### config.mk
export PLATFORM = sky130hd
export DESIGN_NAME = zoned_block_to_skewed_sector
export DESIGN_NICKNAME = d
export VERILOG_FILES = /design/src/rtl/zbss_pkg.sv /design/src/rtl/zbss_dp.sv /design/src/rtl/zbss_ctrl.sv /design/src/rtl/zoned_block_to_skewed_sector.sv
export SDC_FILE = /design/constraint.sdc
export NUM_CORES = 1
export LEC_CHECK = 0
export ABC_AREA = 0
export BUFFER_PORTS_ARGS = -buffer_cell sky130_fd_sc_hd__buf_4
export CAP_MARGIN = 10
export CORE_ASPECT_RATIO = 1.1
export CORE_MARGIN = 5
export CORE_UTILIZATION = 45
export CTS_CLUSTER_DIAMETER = 60
export DETAILED_ROUTE_END_ITERATION = 10
export PLACE_DENSITY_LB_ADDON = 0.1
export SKIP_CTS_REPAIR_TIMING = 1
export SYNTH_ARGS = -nofsm -noshare
export SYNTH_HDL_FRONTEND = slang
export SYNTH_SLANG_ARGS = --single-unit
export TNS_END_PERCENT = 50
### constraint.sdc
create_clock -name clk -period 6.5 [get_ports clk]
set_clock_uncertainty 0.1 [all_clocks]
set_input_delay 0.325 -clock clk [delete_from_list [all_inputs] [get_ports clk]]
set_output_delay 0.325 -clock clk [all_outputs]
set_load 0.05 [all_outputs]
### src/rtl/zbss_pkg.sv
// ----------------------------------------------------------------------------
// zbss_pkg
// Shared widths, codes and controller/datapath signal groups for the zoned
// block to skewed sector mapper.
// ----------------------------------------------------------------------------
package zbss_pkg;

    localparam int TRACK_COUNT = 80;

    localparam int TRACK_W = 7;    // track number
    localparam int CNT_W   = 6;    // sectors per track, sector number
    localparam int BLK_W   = 13;   // logical block number
    localparam int DIV_W   = 15;   // dividend of the serial divider
    localparam int DVSR_W  = 7;    // divisor, up to twice the half count
    localparam int STEP_W  = 4;    // divider step counter

    localparam logic [TRACK_W-1:0] LAST_TRACK = TRACK_W'(TRACK_COUNT - 1);
    localparam logic [STEP_W-1:0]  LAST_STEP  = STEP_W'(DIV_W - 1);

    // action codes
    localparam logic ACT_LOAD = 1'b0;
    localparam logic ACT_MAP  = 1'b1;

    // controller to datapath
    typedef struct packed {
        logic load_wr;     // load word accepted
        logic map_start;   // map word accepted
        logic scan;        // walk the track table
        logic div1_init;   // offset / half
        logic div2_init;   // (2*offset + quotient) mod (2*half)
        logic div_step;    // one restoring step
        logic finish;      // form the result
        logic out_load;    // move result to the output register
    } cmd_t;

    // datapath to controller
    typedef struct packed {
        logic scan_done;   // containing track found or table exhausted
    } sts_t;

endpackage

### src/rtl/zbss_dp.sv
// ----------------------------------------------------------------------------
// zbss_dp
// Datapath: track table memory, running-total scan, shared serial divider
// and result/output registers.
// ----------------------------------------------------------------------------
module zbss_dp (
    input  logic                           clk,
    input  logic                           rst_n,
    input  zbss_pkg::cmd_t                 cmd,
    output zbss_pkg::sts_t                 sts,
    input  logic [zbss_pkg::TRACK_W-1:0]   track_index,
    input  logic [zbss_pkg::CNT_W-1:0]     sector_count,
    input  logic [zbss_pkg::BLK_W-1:0]     block_number,
    output logic [zbss_pkg::TRACK_W-1:0]   track,
    output logic [zbss_pkg::CNT_W-1:0]     sector,
    output logic                           error
);

    // track table
    logic [zbss_pkg::CNT_W-1:0]   spt_mem [zbss_pkg::TRACK_COUNT];
    logic [zbss_pkg::CNT_W-1:0]   rdata_reg;

    // scan
    logic [zbss_pkg::TRACK_W-1:0] addr_reg;
    logic [zbss_pkg::TRACK_W-1:0] trk_reg;
    logic                         rdv_reg;
    logic [zbss_pkg::BLK_W-1:0]   start_reg;
    logic [zbss_pkg::BLK_W-1:0]   blk_reg;
    logic [zbss_pkg::BLK_W-1:0]   next_sum;
    logic                         hit;
    logic                         last;
    logic                         done;

    // located track
    logic [zbss_pkg::TRACK_W-1:0] fnd_trk_reg;
    logic [zbss_pkg::CNT_W-1:0]   cnt_reg;
    logic [zbss_pkg::BLK_W-1:0]   off_reg;
    logic                         err_reg;
    logic [zbss_pkg::CNT_W-1:0]   half;
    logic                         half_zero;

    // serial divider
    logic [zbss_pkg::DIV_W-1:0]   dvd_reg;
    logic [zbss_pkg::CNT_W-1:0]   rem_reg;
    logic [zbss_pkg::DVSR_W-1:0]  dvsr_reg;
    logic [zbss_pkg::DVSR_W-1:0]  trial;
    logic                         ge;

    // result and output
    logic [zbss_pkg::TRACK_W-1:0] res_trk_reg;
    logic [zbss_pkg::CNT_W-1:0]   res_sec_reg;
    logic                         res_err_reg;
    logic [zbss_pkg::TRACK_W-1:0] out_trk_reg;
    logic [zbss_pkg::CNT_W-1:0]   out_sec_reg;
    logic                         out_err_reg;

    always_comb
    begin
        next_sum  = start_reg + zbss_pkg::BLK_W'(rdata_reg);
        hit       = blk_reg < next_sum;
        last      = trk_reg == zbss_pkg::LAST_TRACK;
        done      = rdv_reg && (hit || last);
        half      = zbss_pkg::CNT_W'((zbss_pkg::DVSR_W'(cnt_reg) + 7'd1) >> 1);
        half_zero = half == '0;
        trial     = {rem_reg, dvd_reg[zbss_pkg::DIV_W-1]};
        ge        = trial >= dvsr_reg;
    end

    assign sts.scan_done = done;

    // table memory, one write and one registered read port
    always_ff @(posedge clk)
    begin
        if (cmd.load_wr && (track_index <= zbss_pkg::LAST_TRACK))
        begin
            spt_mem[track_index] <= sector_count;
        end
        rdata_reg <= spt_mem[addr_reg];
    end

    // read data valid flag of the scan
    always_ff @(posedge clk or negedge rst_n)
    begin
        if (!rst_n)
        begin
            rdv_reg <= 1'b0;
        end
        else if (cmd.map_start)
        begin
            rdv_reg <= 1'b0;
        end
        else if (cmd.scan)
        begin
            rdv_reg <= 1'b1;
        end
    end

    always_ff @(posedge clk)
    begin
        if (cmd.map_start)
        begin
            addr_reg  <= '0;
            start_reg <= '0;
            blk_reg   <= block_number;
        end

        if (cmd.scan)
        begin
            addr_reg <= (addr_reg == zbss_pkg::LAST_TRACK) ? addr_reg
                                                           : addr_reg + 7'd1;
            trk_reg  <= addr_reg;
            if (done)
            begin
                // start stays at this track's start, also on the fallback
                fnd_trk_reg <= trk_reg;
                cnt_reg     <= rdata_reg;
                off_reg     <= blk_reg - start_reg;
                err_reg     <= !hit;
            end
            else if (rdv_reg)
            begin
                start_reg <= next_sum;
            end
        end

        if (cmd.div1_init)
        begin
            dvd_reg  <= zbss_pkg::DIV_W'(off_reg);
            rem_reg  <= '0;
            dvsr_reg <= zbss_pkg::DVSR_W'(half);
        end
        else if (cmd.div2_init)
        begin
            // quotient of the first pass sits in dvd_reg
            dvd_reg  <= zbss_pkg::DIV_W'({off_reg, 1'b0}) + dvd_reg;
            rem_reg  <= '0;
            dvsr_reg <= {half, 1'b0};
        end
        else if (cmd.div_step)
        begin
            rem_reg <= ge ? zbss_pkg::CNT_W'(trial - dvsr_reg)
                          : trial[zbss_pkg::CNT_W-1:0];
            dvd_reg <= {dvd_reg[zbss_pkg::DIV_W-2:0], ge};
        end

        if (cmd.load_wr)
        begin
            res_trk_reg <= '0;
            res_sec_reg <= '0;
            res_err_reg <= 1'b0;
        end
        else if (cmd.finish)
        begin
            res_trk_reg <= fnd_trk_reg;
            res_sec_reg <= half_zero ? '0 : rem_reg;
            res_err_reg <= err_reg || half_zero;
        end

        if (cmd.out_load)
        begin
            out_trk_reg <= res_trk_reg;
            out_sec_reg <= res_sec_reg;
            out_err_reg <= res_err_reg;
        end
    end

    assign track  = out_trk_reg;
    assign sector = out_sec_reg;
    assign error  = out_err_reg;

endmodule

### src/rtl/zbss_ctrl.sv
// ----------------------------------------------------------------------------
// zbss_ctrl
// Controller: sequences accept, table scan, two divider passes and result
// hand-off; owns the input stall and output valid.
// ----------------------------------------------------------------------------
module zbss_ctrl (
    input  logic            clk,
    input  logic            rst_n,
    input  logic            in_valid,
    input  logic            action,
    input  logic            out_stall,
    output logic            in_stall,
    output logic            out_valid,
    output zbss_pkg::cmd_t  cmd,
    input  zbss_pkg::sts_t  sts
);

    typedef enum logic [2:0] {
        S_IDLE,
        S_SCAN,
        S_PREP,
        S_DIV1,
        S_MID,
        S_DIV2,
        S_FIN,
        S_DONE
    } state_t;

    state_t                      state_reg;
    logic [zbss_pkg::STEP_W-1:0] step_reg;
    logic                        in_stall_reg;
    logic                        out_valid_reg;
    logic                        accept;

    always_comb
    begin
        accept        = in_valid && !in_stall_reg;
        cmd.load_wr   = accept && (action == zbss_pkg::ACT_LOAD);
        cmd.map_start = accept && (action == zbss_pkg::ACT_MAP);
        cmd.scan      = state_reg == S_SCAN;
        cmd.div1_init = state_reg == S_PREP;
        cmd.div2_init = state_reg == S_MID;
        cmd.div_step  = (state_reg == S_DIV1) || (state_reg == S_DIV2);
        cmd.finish    = state_reg == S_FIN;
        cmd.out_load  = (state_reg == S_DONE) && (!out_valid_reg || !out_stall);
    end

    always_ff @(posedge clk or negedge rst_n)
    begin
        if (!rst_n)
        begin
            state_reg     <= S_IDLE;
            step_reg      <= '0;
            in_stall_reg  <= 1'b0;
            out_valid_reg <= 1'b0;
        end
        else
        begin
            // a new result taking the slot keeps valid up
            if (out_valid_reg && !out_stall && !cmd.out_load)
            begin
                out_valid_reg <= 1'b0;
            end

            unique case (state_reg)
                S_IDLE:
                begin
                    if (accept)
                    begin
                        in_stall_reg <= 1'b1;
                        state_reg    <= (action == zbss_pkg::ACT_MAP) ? S_SCAN : S_DONE;
                    end
                end
                S_SCAN:
                begin
                    if (sts.scan_done)
                    begin
                        state_reg <= S_PREP;
                    end
                end
                S_PREP:
                begin
                    step_reg  <= '0;
                    state_reg <= S_DIV1;
                end
                S_DIV1:
                begin
                    step_reg <= step_reg + 4'd1;
                    if (step_reg == zbss_pkg::LAST_STEP)
                    begin
                        state_reg <= S_MID;
                    end
                end
                S_MID:
                begin
                    step_reg  <= '0;
                    state_reg <= S_DIV2;
                end
                S_DIV2:
                begin
                    step_reg <= step_reg + 4'd1;
                    if (step_reg == zbss_pkg::LAST_STEP)
                    begin
                        state_reg <= S_FIN;
                    end
                end
                S_FIN:
                begin
                    state_reg <= S_DONE;
                end
                S_DONE:
                begin
                    if (cmd.out_load)
                    begin
                        out_valid_reg <= 1'b1;
                        in_stall_reg  <= 1'b0;
                        state_reg     <= S_IDLE;
                    end
                end
                default:
                begin
                    state_reg <= S_IDLE;
                end
            endcase
        end
    end

    assign in_stall  = in_stall_reg;
    assign out_valid = out_valid_reg;

endmodule

### src/rtl/zoned_block_to_skewed_sector.sv
// ----------------------------------------------------------------------------
// zoned_block_to_skewed_sector
// Maps a logical block of a zoned floppy to a track and a skew-of-two sector,
// from a table of sectors per track loaded beforehand.
// ----------------------------------------------------------------------------
// One word in, one word out. A load word (action 0) writes one entry of the
// 80-entry sectors-per-track table (indexes past the last track are dropped)
// and answers with an all-zero word. A map word (action 1) walks the table
// from track 0, one entry per cycle through the table memory's registered
// read port, keeping a running total until the total passes the block; if it
// never does, the last track is reported with error set. The offset inside
// the track is then skewed by a shared restoring divider, one bit per cycle,
// run twice (offset / half, then the mod by 2*half). A map word takes longer
// the higher its track, as the scan walks the table from track 0. The block
// works on one word at a time: in_stall is high from acceptance until the
// result moves into the output register, which holds it while out_stall is
// high, so the next word may be taken while the previous result still waits.
// A map of a block whose scan reads a table entry never loaded since reset
// gives meaningless fields.
// ----------------------------------------------------------------------------
module zoned_block_to_skewed_sector (
    input  logic                           clk,
    input  logic                           rst_n,
    // input channel
    input  logic                           in_valid,
    output logic                           in_stall,
    input  logic                           action,
    input  logic [zbss_pkg::TRACK_W-1:0]   track_index,
    input  logic [zbss_pkg::CNT_W-1:0]     sector_count,
    input  logic [zbss_pkg::BLK_W-1:0]     block_number,
    // output channel
    output logic                           out_valid,
    input  logic                           out_stall,
    output logic [zbss_pkg::TRACK_W-1:0]   track,
    output logic [zbss_pkg::CNT_W-1:0]     sector,
    output logic                           error
);

    zbss_pkg::cmd_t cmd;   // sequencing commands
    zbss_pkg::sts_t sts;   // scan status back to the controller

    // state machine: accept, scan, two divider passes, hand-off
    zbss_ctrl u_ctrl (
        .clk       (clk),
        .rst_n     (rst_n),
        .in_valid  (in_valid),
        .action    (action),
        .out_stall (out_stall),
        .in_stall  (in_stall),
        .out_valid (out_valid),
        .cmd       (cmd),
        .sts       (sts)
    );

    // table memory, scan accumulator, divider, result registers
    zbss_dp u_dp (
        .clk          (clk),
        .rst_n        (rst_n),
        .cmd          (cmd),
        .sts          (sts),
        .track_index  (track_index),
        .sector_count (sector_count),
        .block_number (block_number),
        .track        (track),
        .sector       (sector),
        .error        (error)
    );

    // scan and divider only run for a word in flight
    a_busy_stalls: assert property (@(posedge clk) disable iff (!rst_n)
        (cmd.scan || cmd.div_step || cmd.finish) |-> in_stall)
        else $error("datapath busy while input open");

    // an accepted word closes the input until its result is handed off
    a_accept_stalls: assert property (@(posedge clk) disable iff (!rst_n)
        (in_valid && !in_stall) |=> in_stall)
        else $error("input still open after accept");

    // a result hand-off always shows up as a valid output word
    a_load_valid: assert property (@(posedge clk) disable iff (!rst_n)
        cmd.out_load |=> (out_valid && !in_stall))
        else $error("result loaded but not presented");

endmodule
# Word-level counts from Yosys, hierarchy flattened
# Memories as Yosys holds them, arrays and structs flattened. A register that Yosys moved wholly into a read port is not among the register bits.
# Index checks and enable logic that the tools add are counted.
# classes
n_lt_le_gt_ge	3
n_mux	32
n_eq_ne	16
bitwise	1
n_addsub	7
reduce_logical	31
# ops
cell	count
$mux 13	5
$mux 15	2
$mux 6	4
$pmux 3 s8	1
$mux 7	3
$mux 3	6
$add 14x15->15	1
$eq 7x7->1 const B	2
$add 13x6->13	1
$lt 13x13->1	1
$sub 13x13->13	1
$eq 3x3->1 const B	4
$reduce_bool 2->1	5
$mux 1	9
$logic_and 1x1->1	8
$pmux 4 s2	1
$add 6x1->7 const B	1
$add 7x1->7 const B	1
$ge 7x7->1	1
$le 7x7->1 const B	1
$eq 3x2->1 const B	2
$logic_not 6->1	1
$ne 2x1->1 const B	3
$ne 2x2->1 const B	3
other kinds (14)	23
# word_totals
elab_cells	115
n_memories	1
output_inout_bits	16
regBits	133
ramBits	480
# mem_list
memory	depth	word_bits	rd	rd_clocked_by_memory_dff	wr	line_no	rtl
u_dp.spt_mem	80	6	1	1	1	zbss_dp.sv:20	logic [zbss_pkg::CNT_W-1:0] spt_mem [zbss_pkg::TRACK_COUNT];

# Logic depth before layout (Yosys ltp)
# Gate-level depths: netlist of the first run.
# logic_depth
ltp_word	8
ltp_mapped	21

# Hierarchy
# Synthesis of the first run repeated with hierarchy kept, for this count alone.
# unflattened
cells_unflattened	1617
area_unflattened_um2	26316.5
# modules_own_cells
mod	instances	area_per_inst_um2	seq_area_each_um2	cells_per_inst
zbss_dp	1	25694.6	17892.2	1553
zbss_ctrl	1	621.8	225.2	64

# Least setup slack after synthesis of the first run
# Ideal clock, no wire load.
# synth_timing
path_type	register to register
from	reg u_dp.start_reg[0] (netlist bit)
to	reg u_dp.cnt_reg[0] (netlist bit) (enable)
path_buffers	1
arrival_time_ps	4204
synth_period_minus_slack_ps	4724
required_time_ps	5980
path_stages_with_launch	18
setup_slack_ps	1776
path_cell_list	dfxtp_1 ha_1 inv_1 fa_1 nor2b_1 o21ai_0 nand2b_1 a21o_1 a21oi_1 clkbuf_1 nor3_1 nor2_1 ha_1 a21o_1 a211o_1 a211oi_1 a31oi_1 a21oi_1
# synth_between
elab_chain_len	5
# synth_rtl
element	line_no	rtl
start, declared	zbss_dp.sv:27	logic [zbss_pkg::BLK_W-1:0] start_reg;
start signal, assigned	zbss_dp.sv:122	start_reg <= next_sum;
$add 13x6->13	zbss_dp.sv:59	next_sum = start_reg + zbss_pkg::BLK_W'(rdata_reg);
$lt 13x13->1	zbss_dp.sv:60	hit = blk_reg < next_sum;
$logic_or 1x1->1	zbss_dp.sv:62	done = rdv_reg && (hit || last);
$logic_and 1x1->1	zbss_dp.sv:62	
$reduce_and 2->1 (no line)	--	
end signal, assigned	zbss_dp.sv:116	cnt_reg <= rdata_reg;
end, declared	zbss_dp.sv:36	logic [zbss_pkg::CNT_W-1:0] cnt_reg;
# No other way between the ends.
# A chain may end at the register's enable or synchronous reset.

# Final worst setup path of the first run
# layout_timing
from	reg u_dp.start_reg[0] (netlist bit)
to	reg u_dp.start_reg[8] (netlist bit)
# layout_between
elab_chain_len	6
# layout_rtl
element	line_no	rtl
$add 13x6->13 (*)	zbss_dp.sv:59	
$lt 13x13->1	zbss_dp.sv:60	
$logic_or 1x1->1	zbss_dp.sv:62	
$logic_and 1x1->1	zbss_dp.sv:62	
$mux 13 (*)	zbss_dp.sv:112	if (done)
$mux 13 (*)	zbss_dp.sv:107	if (cmd.scan)
# Every way passes the cells marked *; elsewhere a longest branch is shown, timed or not.

==> results of run 1 <==
-- power by group --
part	total (uW)	internal (uW)	leakage [uW]	switching (uW)
clock	3580	2070	0.00100	1510
combinational	4030	1730	0.00314	2290
sequential	5050	4770	0.00559	285
total	12700	8570	0.00973	4090
-- area by class of cell --
| class | count | area [sq um] |
|---|---|---|
| clock buffers | 93 | 1890 |
| clock inverters | 27 | 163 |
| fillers | 4698 | 27900 |
| inverters | 48 | 180 |
| multi-input cells | 833 | 7350 |
| flip-flops and latches | 619 | 18100 |
| well taps | 752 | 941 |
| repair buffers | 80 | 671 |
-- worst paths after layout --
path	to	start	slack (ns)
setup / recovery	u_dp.start_reg[8]	u_dp.start_reg[0]	1.52
hold / removal	u_dp.res_sec_reg[4]	action	0.14
setup reg to reg	u_dp.start_reg[8]	u_dp.start_reg[0]	1.52
hold reg to reg	u_dp.track[4]	u_dp.res_trk_reg[4]	0.33
max in group asynchronous	u_ctrl.step_reg[2]	rst_n	5.00
min in group asynchronous	u_ctrl.step_reg[3]	rst_n	0.54
-- worst min-delay path, delay by kind of cell --
family        cells  cell delay [ns]
buf+inv           2             0.30
simple gates      2             0.15
-- cell usage after synthesis, drive strengths merged, types with 20 or more instances --
| cell type | n | area, sq um |
|---|---|---|
| dfxtp | 42 | 841 |
| edfxtp | 567 | 17000 |
| mux4 | 128 | 2880 |
| inv | 48 | 180 |
| nor3 | 20 | 100 |
| nand2 | 92 | 345 |
| nor2b | 20 | 125 |
| mux2i | 28 | 280 |
| clkbuf | 36 | 135 |
| a21oi | 53 | 265 |
| buf | 27 | 160 |
| nor2 | 136 | 510 |
| xnor2 | 23 | 201 |
| ha | 54 | 676 |
| nand3 | 40 | 200 |
| o21ai | 45 | 225 |
-- cell families (layout without fill, tap and decap cells) --
logic type,Yosys count,after routing,share of synthesized area (%)
compound gates,218,218,5.51
xor+xnor,39,39,1.32
fa+ha+maj,58,58,2.91
buf+inv,111,248,1.83
flops,619,619,69.9
mux,160,160,12.4
simple gates,358,358,6.20
-- layer usage --
metal	vias up	global-route usage (%)	part of all wire [%]
li1	6355	-	-
met1	7155	25.0	41
met2	308	33.5	52
met3	88	2.93	4.1
met4	0	5.69	2.4
met5	-	0	0
-- per-stage QoR --
step	utilization [%]	instance area, sq um	hold WS (ns)	setup slack [ns]
after floorplan	-	25900	-0.0706	1.78
after CTS	50.9	29100	-0.563	1.50
after detailed placement	47.3	27100	0.0740	1.52
after global placement	47.3	27100	0.0734	1.62
after global routing	51.2	29300	0.126	1.08
final	51.2	29300	0.141	1.52
==> results.txt, run 1 <==
The flow ran to the end, and the final reports show no timing, DRC or antenna violations. TritonCTS built the clock tree. The areal power density over the cells was 432 nW/um^2; the floorplan core area was 57,200 sq um. The synthesized net count was 1,652; the highest attainable clock frequency was 0.201 GHz. The initial utilization of the core area, before any placement, comes to 45.3%. The path length in cells of the critical path is 18, and the detailed router's first-iteration violation count is 1,031. The floorplan step set the die width to 239 um.

The layout cell share with drive strength beyond 1 came out at 17.1%. The number of global-route vias before repair was 14.3k; the initial antenna violation count was 0. The worst setup path is launched from a register.

The count of maximum capacitance violations was 0; the final critical path time including I/O delays and setup was 4.98 ns. The tools report the cell count after synthesis as 1,563. The worst setup path is captured at a register.

Global-route usage over all layers: 19.2%. After detailed placement, the design holds a cell count of 2,314. The run gives 60 as the post-synthesis cell type count.

The min-delay analysis places its worst path in the category input pin to register. The first global-routing pass estimated 90.3 mm of wire. The net count of the finished layout is 1,739.

The floorplan die area is 62,500 sq um. After synthesis, flip-flops and latches occupy 69.9% of the total area. The design draws 12,700 uW. The required time at the worst-slack endpoint is 6.86 ns, and the largest fanout on the critical path is 13.

Post-detailed-route via-to-cell ratio: 5.67. During I/O placement, the number of pins put on the boundary was 47. For the pin with the worst max-slew slack, the measured transition is 1.16 ns. By startpoint and endpoint, the worst setup path is classified as register to register.

The wire-length estimate of the detail-placed layout is 37.4 mm. Kind of cell adding the most delay to the critical path: compound AO/OA/AOI/OAI gates. Row generation in the floorplan step produced 92 rows. The master of the slowest instance on the critical path was a21oi_1. The worst vdd rail ir drop is 0.297 mV, and the number of cells on the worst hold path is 4. The run gives 25,900 sq um as the post-synthesis instance area.

The number of flops mapped to enable cells by yosys is 567, and the relative area change from synthesis to final layout is 13.0%. The total wire length after detailed routing is 59.6 mm. The worst-case clock buffer depth was 3. The Yosys step of the flow raised 0 warnings.

Setup violations remaining at the end of the flow were counted as 0. The top cell types in the final layout, fill and taps aside, are edfxtp_1 (567), nor2_1 (136), mux4_2 (128). The run gives 0 as the number of hold-slack violations in the final timing report.

Clock-pin slew was measured on the worst setup and hold paths at 0.06 ns. In the routed design, unresolved DRC markers number 0. The clock buffer count from CTS is 68, and the worst slew margin relative to its limit is 22.4%. The number of flip-flops under the largest register name came out at 480. Walking the worst path, the cells encountered are ha_1, inv_1, fa_1, nor2b_1, o21ai_0, nand2b_1, a21o_1, a21oi_1, o21a_1, nor2_1, ha_1, a21o_1, a211o_1, o22ai_1, a31oi_1, nand4_1, and2_1, a221o_1. CTS saw 619 sinks. Dividing the detail-routed wire length by the instance count gives 24.3 um. The first TritonRoute pass finished after 5 iterations. The total buffers and inverters traversed by the critical path works out to 1. The clock latency at the later pin of the worst-skew pair was 0.59 ns. Each instance of the synthesized netlist takes up on average 16.6 sq um. The worst path uses 76.5% of the clock period. After routing, the total negative slack on setup checks comes to 0 ns. The H-tree level count came out at 3. The root buffer cell is clkbuf_16.

The antenna cell count came out at 0. The via count of the routed design is 13.9k, and the y dimension of the die is 262 um. For the final max-slew violation count, the log shows 0. The last weighted congestion value of the routability-driven placer is 0.819. The number of port buffers was 46; the final antenna-violating net count was 0.

For this run, the leading register cell type out of synthesis is edfxtp_1. For the total leakage power, the log shows 0.00973 uW. The total overflow left after global routing is 0. The worst register-to-register path has a depth of 18. Leading cell type in the layout, fill and taps excluded: edfxtp_1.

Setup repair after global routing left no endpoint under its margin. In this design, the stage delay of the slowest critical-path cell is 0.71 ns. The flip-flop and latch count after synthesis is 619, and the post-layout instance count excluding filler cells is 2,452. The share of synthesized flip-flops with an asynchronous set or reset works out to 1.62%. For the maximum number of pins on one net before global-route repair, the log shows 98. Worst path arrival time: 5.33 ns.
(Power assumes the default switching activity.)
==> inputs of run 2 (changes only) <==
- clock period: 6.5 -> 4.15 ns (I/O delays scaled with it)
==> run 2 against run 1 <==
Compared with the run above:
- worst setup slack got worse by 1.4 ns
- non-clock buffer count rose by 39
- sequential cell count unchanged
- clock-buffer cell count down 2
- sequential power rose by 57%
- clock power grew 59%
==> results.txt, run 2 (synthesis gave the netlist of run 1 again) <==
The number of detailed-routing iterations run before antenna repair is 6 (was 5), and the total negative slack for setup checks is 0 ns (unchanged). The total buffers and inverters traversed by the critical path is 4 (was 1). Leading cell type in the layout, fill and taps excluded: edfxtp_1 (unchanged). The detailed router's first-iteration violation count came out at 993 (was 1,031). Root buffer cell: clkbuf_16 (unchanged).

Commonest cells after routing, fill and taps aside: edfxtp_1 (567), nor2_1 (135), mux4_2 (128) (was edfxtp_1 (567), nor2_1 (136), mux4_2 (128)). The number of hold-slack violations in the final timing report was 0 (unchanged). The element type at the critical path end is a register (unchanged).

The post-route DRC violation count is 0 (unchanged). The count of maximum capacitance violations came out at 0 (unchanged). The kind of start point of the critical path is a register (unchanged). The tools report the worst slew margin relative to its limit as 28.4% (was 22.4%).

For the final max-slew violation count, the log shows 0 (unchanged). The required time at the worst-slack endpoint is 4.35 ns (was 6.86 ns). Setup repair after global routing could not meet its margin everywhere.

The utilization after layout was 52.0% (was 51.2%); the final critical path time including I/O delays and setup was 4.03 ns (was 4.98 ns). The number of global-route vias before repair was 14.4k (was 14.3k). The slack of the critical path is 0.121 ns (was 1.52 ns).

For the final number of setup-violating endpoints, the log shows 0 (unchanged). The horizontal die dimension is 239 um (unchanged). The largest fanout on the critical path is 6 (was 13), and the final hold slack is 0.0702 ns (was 0.141 ns). The floorplan core area is 57,200 sq um (unchanged), and the floorplan die area is 62,500 sq um (unchanged). The worst vdd rail ir drop is 0.344 mV (was 0.297 mV). The total wire length after detailed routing came out at 60.8 mm (was 59.6 mm).

Count of filler cells inserted in the layout: 4,643 (was 4,698). The run finished with clean final reports. The antenna cell count was 0 (unchanged).

Type of the worst setup path: register to register (unchanged). Kind of cell adding the most delay to the critical path: compound AO/OA/AOI/OAI gates (unchanged). The worst-case clock buffer depth was 3 (unchanged).

Critical path, cell by cell: ha_4, inv_2, fa_2, nor2b_1, o21ai_1, nand2b_1, a21o_1, a21oi_2, buf_6, o21a_1, nor2_1, ha_1, a21o_1, a211o_1, a211oi_2, a31oi_2, buf_4, a21oi_4, clkbuf_16 (was ha_1, inv_1, fa_1, nor2b_1, o21ai_0, nand2b_1, a21o_1, a21oi_1, o21a_1, nor2_1, ha_1, a21o_1, a211o_1, o22ai_1, a31oi_1, nand4_1, and2_1, a221o_1). For the count of nets after finishing, the log shows 1,778 (was 1,739). The highest attainable clock frequency is 0.248 GHz (was 0.201 GHz), and the relative area change from synthesis to final layout is 14.7% (was 13.0%). The pre-CTS worst setup slack is -0.0385 ns (was 1.52 ns), and the total leakage power is 0.00996 uW (was 0.00973 uW).

The layout cell share with drive strength beyond 1 works out to 19.6% (was 17.1%). The final clock period utilization by the worst path is 97.1% (was 76.5%), and the total half-perimeter wirelength after legalization and detailed placement is 39.1 mm (was 37.4 mm). The number of flip-flops under the largest register name came out at 480 (unchanged).

The transition time at the pin with the least slew margin is 1.07 ns (was 1.16 ns), and the H-tree level count is 3 (unchanged). Counting stages on the worst path, the most repeated cell is a21o_1. The areal power density over the cells was 681 nW/um^2 (was 432 nW/um^2); the starting utilization of the core area was 45.3% (unchanged).

The worst hold path class is input pin to register (unchanged). The logs give 0 (unchanged) for the total overflow reported by the global router and 47 (unchanged) for the I/O pin total. Y dimension of the die: 262 um (unchanged). The number of port buffers is 46 (unchanged), and the via count of the routed design is 14.1k (was 13.9k). The logs give 92 (unchanged) for the floorplan row count and 0.59 ns (about the same) for the clock latency at the later pin of the worst-skew pair. The post-detailed-route via-to-cell ratio is 5.67 (about the same). The post-CTS clock slew at the launch and capture registers of the worst setup and hold paths was 0.06 ns (about the same).

TritonCTS built the clock tree. The maximum number of pins on one net before global-route repair was 81 (was 98); the worst path arrival time was 4.23 ns (was 5.33 ns). The clock buffer count from CTS was 68 (unchanged). The logs give 0 (unchanged) for the final antenna-violating net count and 19.5% (was 19.2%) for the global-route usage over all layers. Master of the slowest instance on the critical path: dfxtp_2 (was a21oi_1).

The delay of the slowest cell on the worst path was 0.35 ns (was 0.71 ns); the initial antenna violation count was 0 (unchanged). The clock sink count is 619 (unchanged), and the wire length of the first global-routing pass is 91.2 mm (was 90.3 mm). The run gives 0.807 (was 0.819) as the last weighted congestion value of the routability-driven placer.

Post-detailed-route wirelength per cell: 24.4 um (was 24.3 um).
==> run 2: cell types whose count changed in the layout (fill, tap and decap cells not counted), sizes merged <==
cell         previous run  this run
buf                    62       101
inv                    50        52
bufinv                  1         2
clkbuf                 93        92
clkinv                 22        21
clkinvlp                2         1
dlygate4sd3            18        17
==> run 2: tightest hold or removal path: cells and delay by family <==
kind            cells  cell delay (ns)
compound gates      1             0.06
buf+inv             2             0.28
simple gates        2             0.15
==> run 2: where the power goes <==
| part | switching (uW) | total, uW | internal (uW) |
|---|---|---|---|
| registers | 452 | 7920 | 7470 |
| logic | 3700 | 6660 | 2960 |
| clock network | 2390 | 5690 | 3300 |
==> run 2: layout make-up <==
type | count | area, sq um | share of cell area (%)
multi-input cells | 833 | 7390 | 24.9
flip-flops and latches | 619 | 18100 | 60.9
clock buffers | 91 | 1870 | 6.29
well taps | 752 | 941 | 3.16
clock inverters | 28 | 206 | 0.694
repair buffers | 119 | 1030 | 3.47
inverters | 48 | 180 | 0.606
==> run 2: worst paths after layout <==
check,start,endpoint,slack [ns],cells past startpoint
setup / recovery,u_dp.rdata_reg[0],u_dp.cnt_reg[3],0.12,19
hold / removal,action,u_dp.start_reg[3],0.07,5
setup reg to reg,u_dp.rdata_reg[0],u_dp.cnt_reg[3],0.12,19
hold reg to reg,u_dp.res_trk_reg[1],u_dp.track[1],0.33,0
max in group asynchronous,rst_n,u_ctrl.state_reg[0],3.00,3
min in group asynchronous,rst_n,u_ctrl.state_reg[2],0.58,3
==> run 2: per-stage QoR <==
step,cells,power (uW),instance area (sq um)
after floorplan,1563,12500,25900
after CTS,2464,20400,29400
after global routing,2490,21300,29700
after global placement,2345,14600,27400
final,2490,20300,29700
after detailed placement,2345,14600,27400
==> run 2: layer usage <==
| layer | global-route usage (%) | wire length (um) |
|---|---|---|
| met1 | 25.0 | 24900 |
| met2 | 34.1 | 31200 |
| met3 | 3.22 | 3010 |
| met4 | 6.10 | 1660 |
| met5 | 0 | 0 |
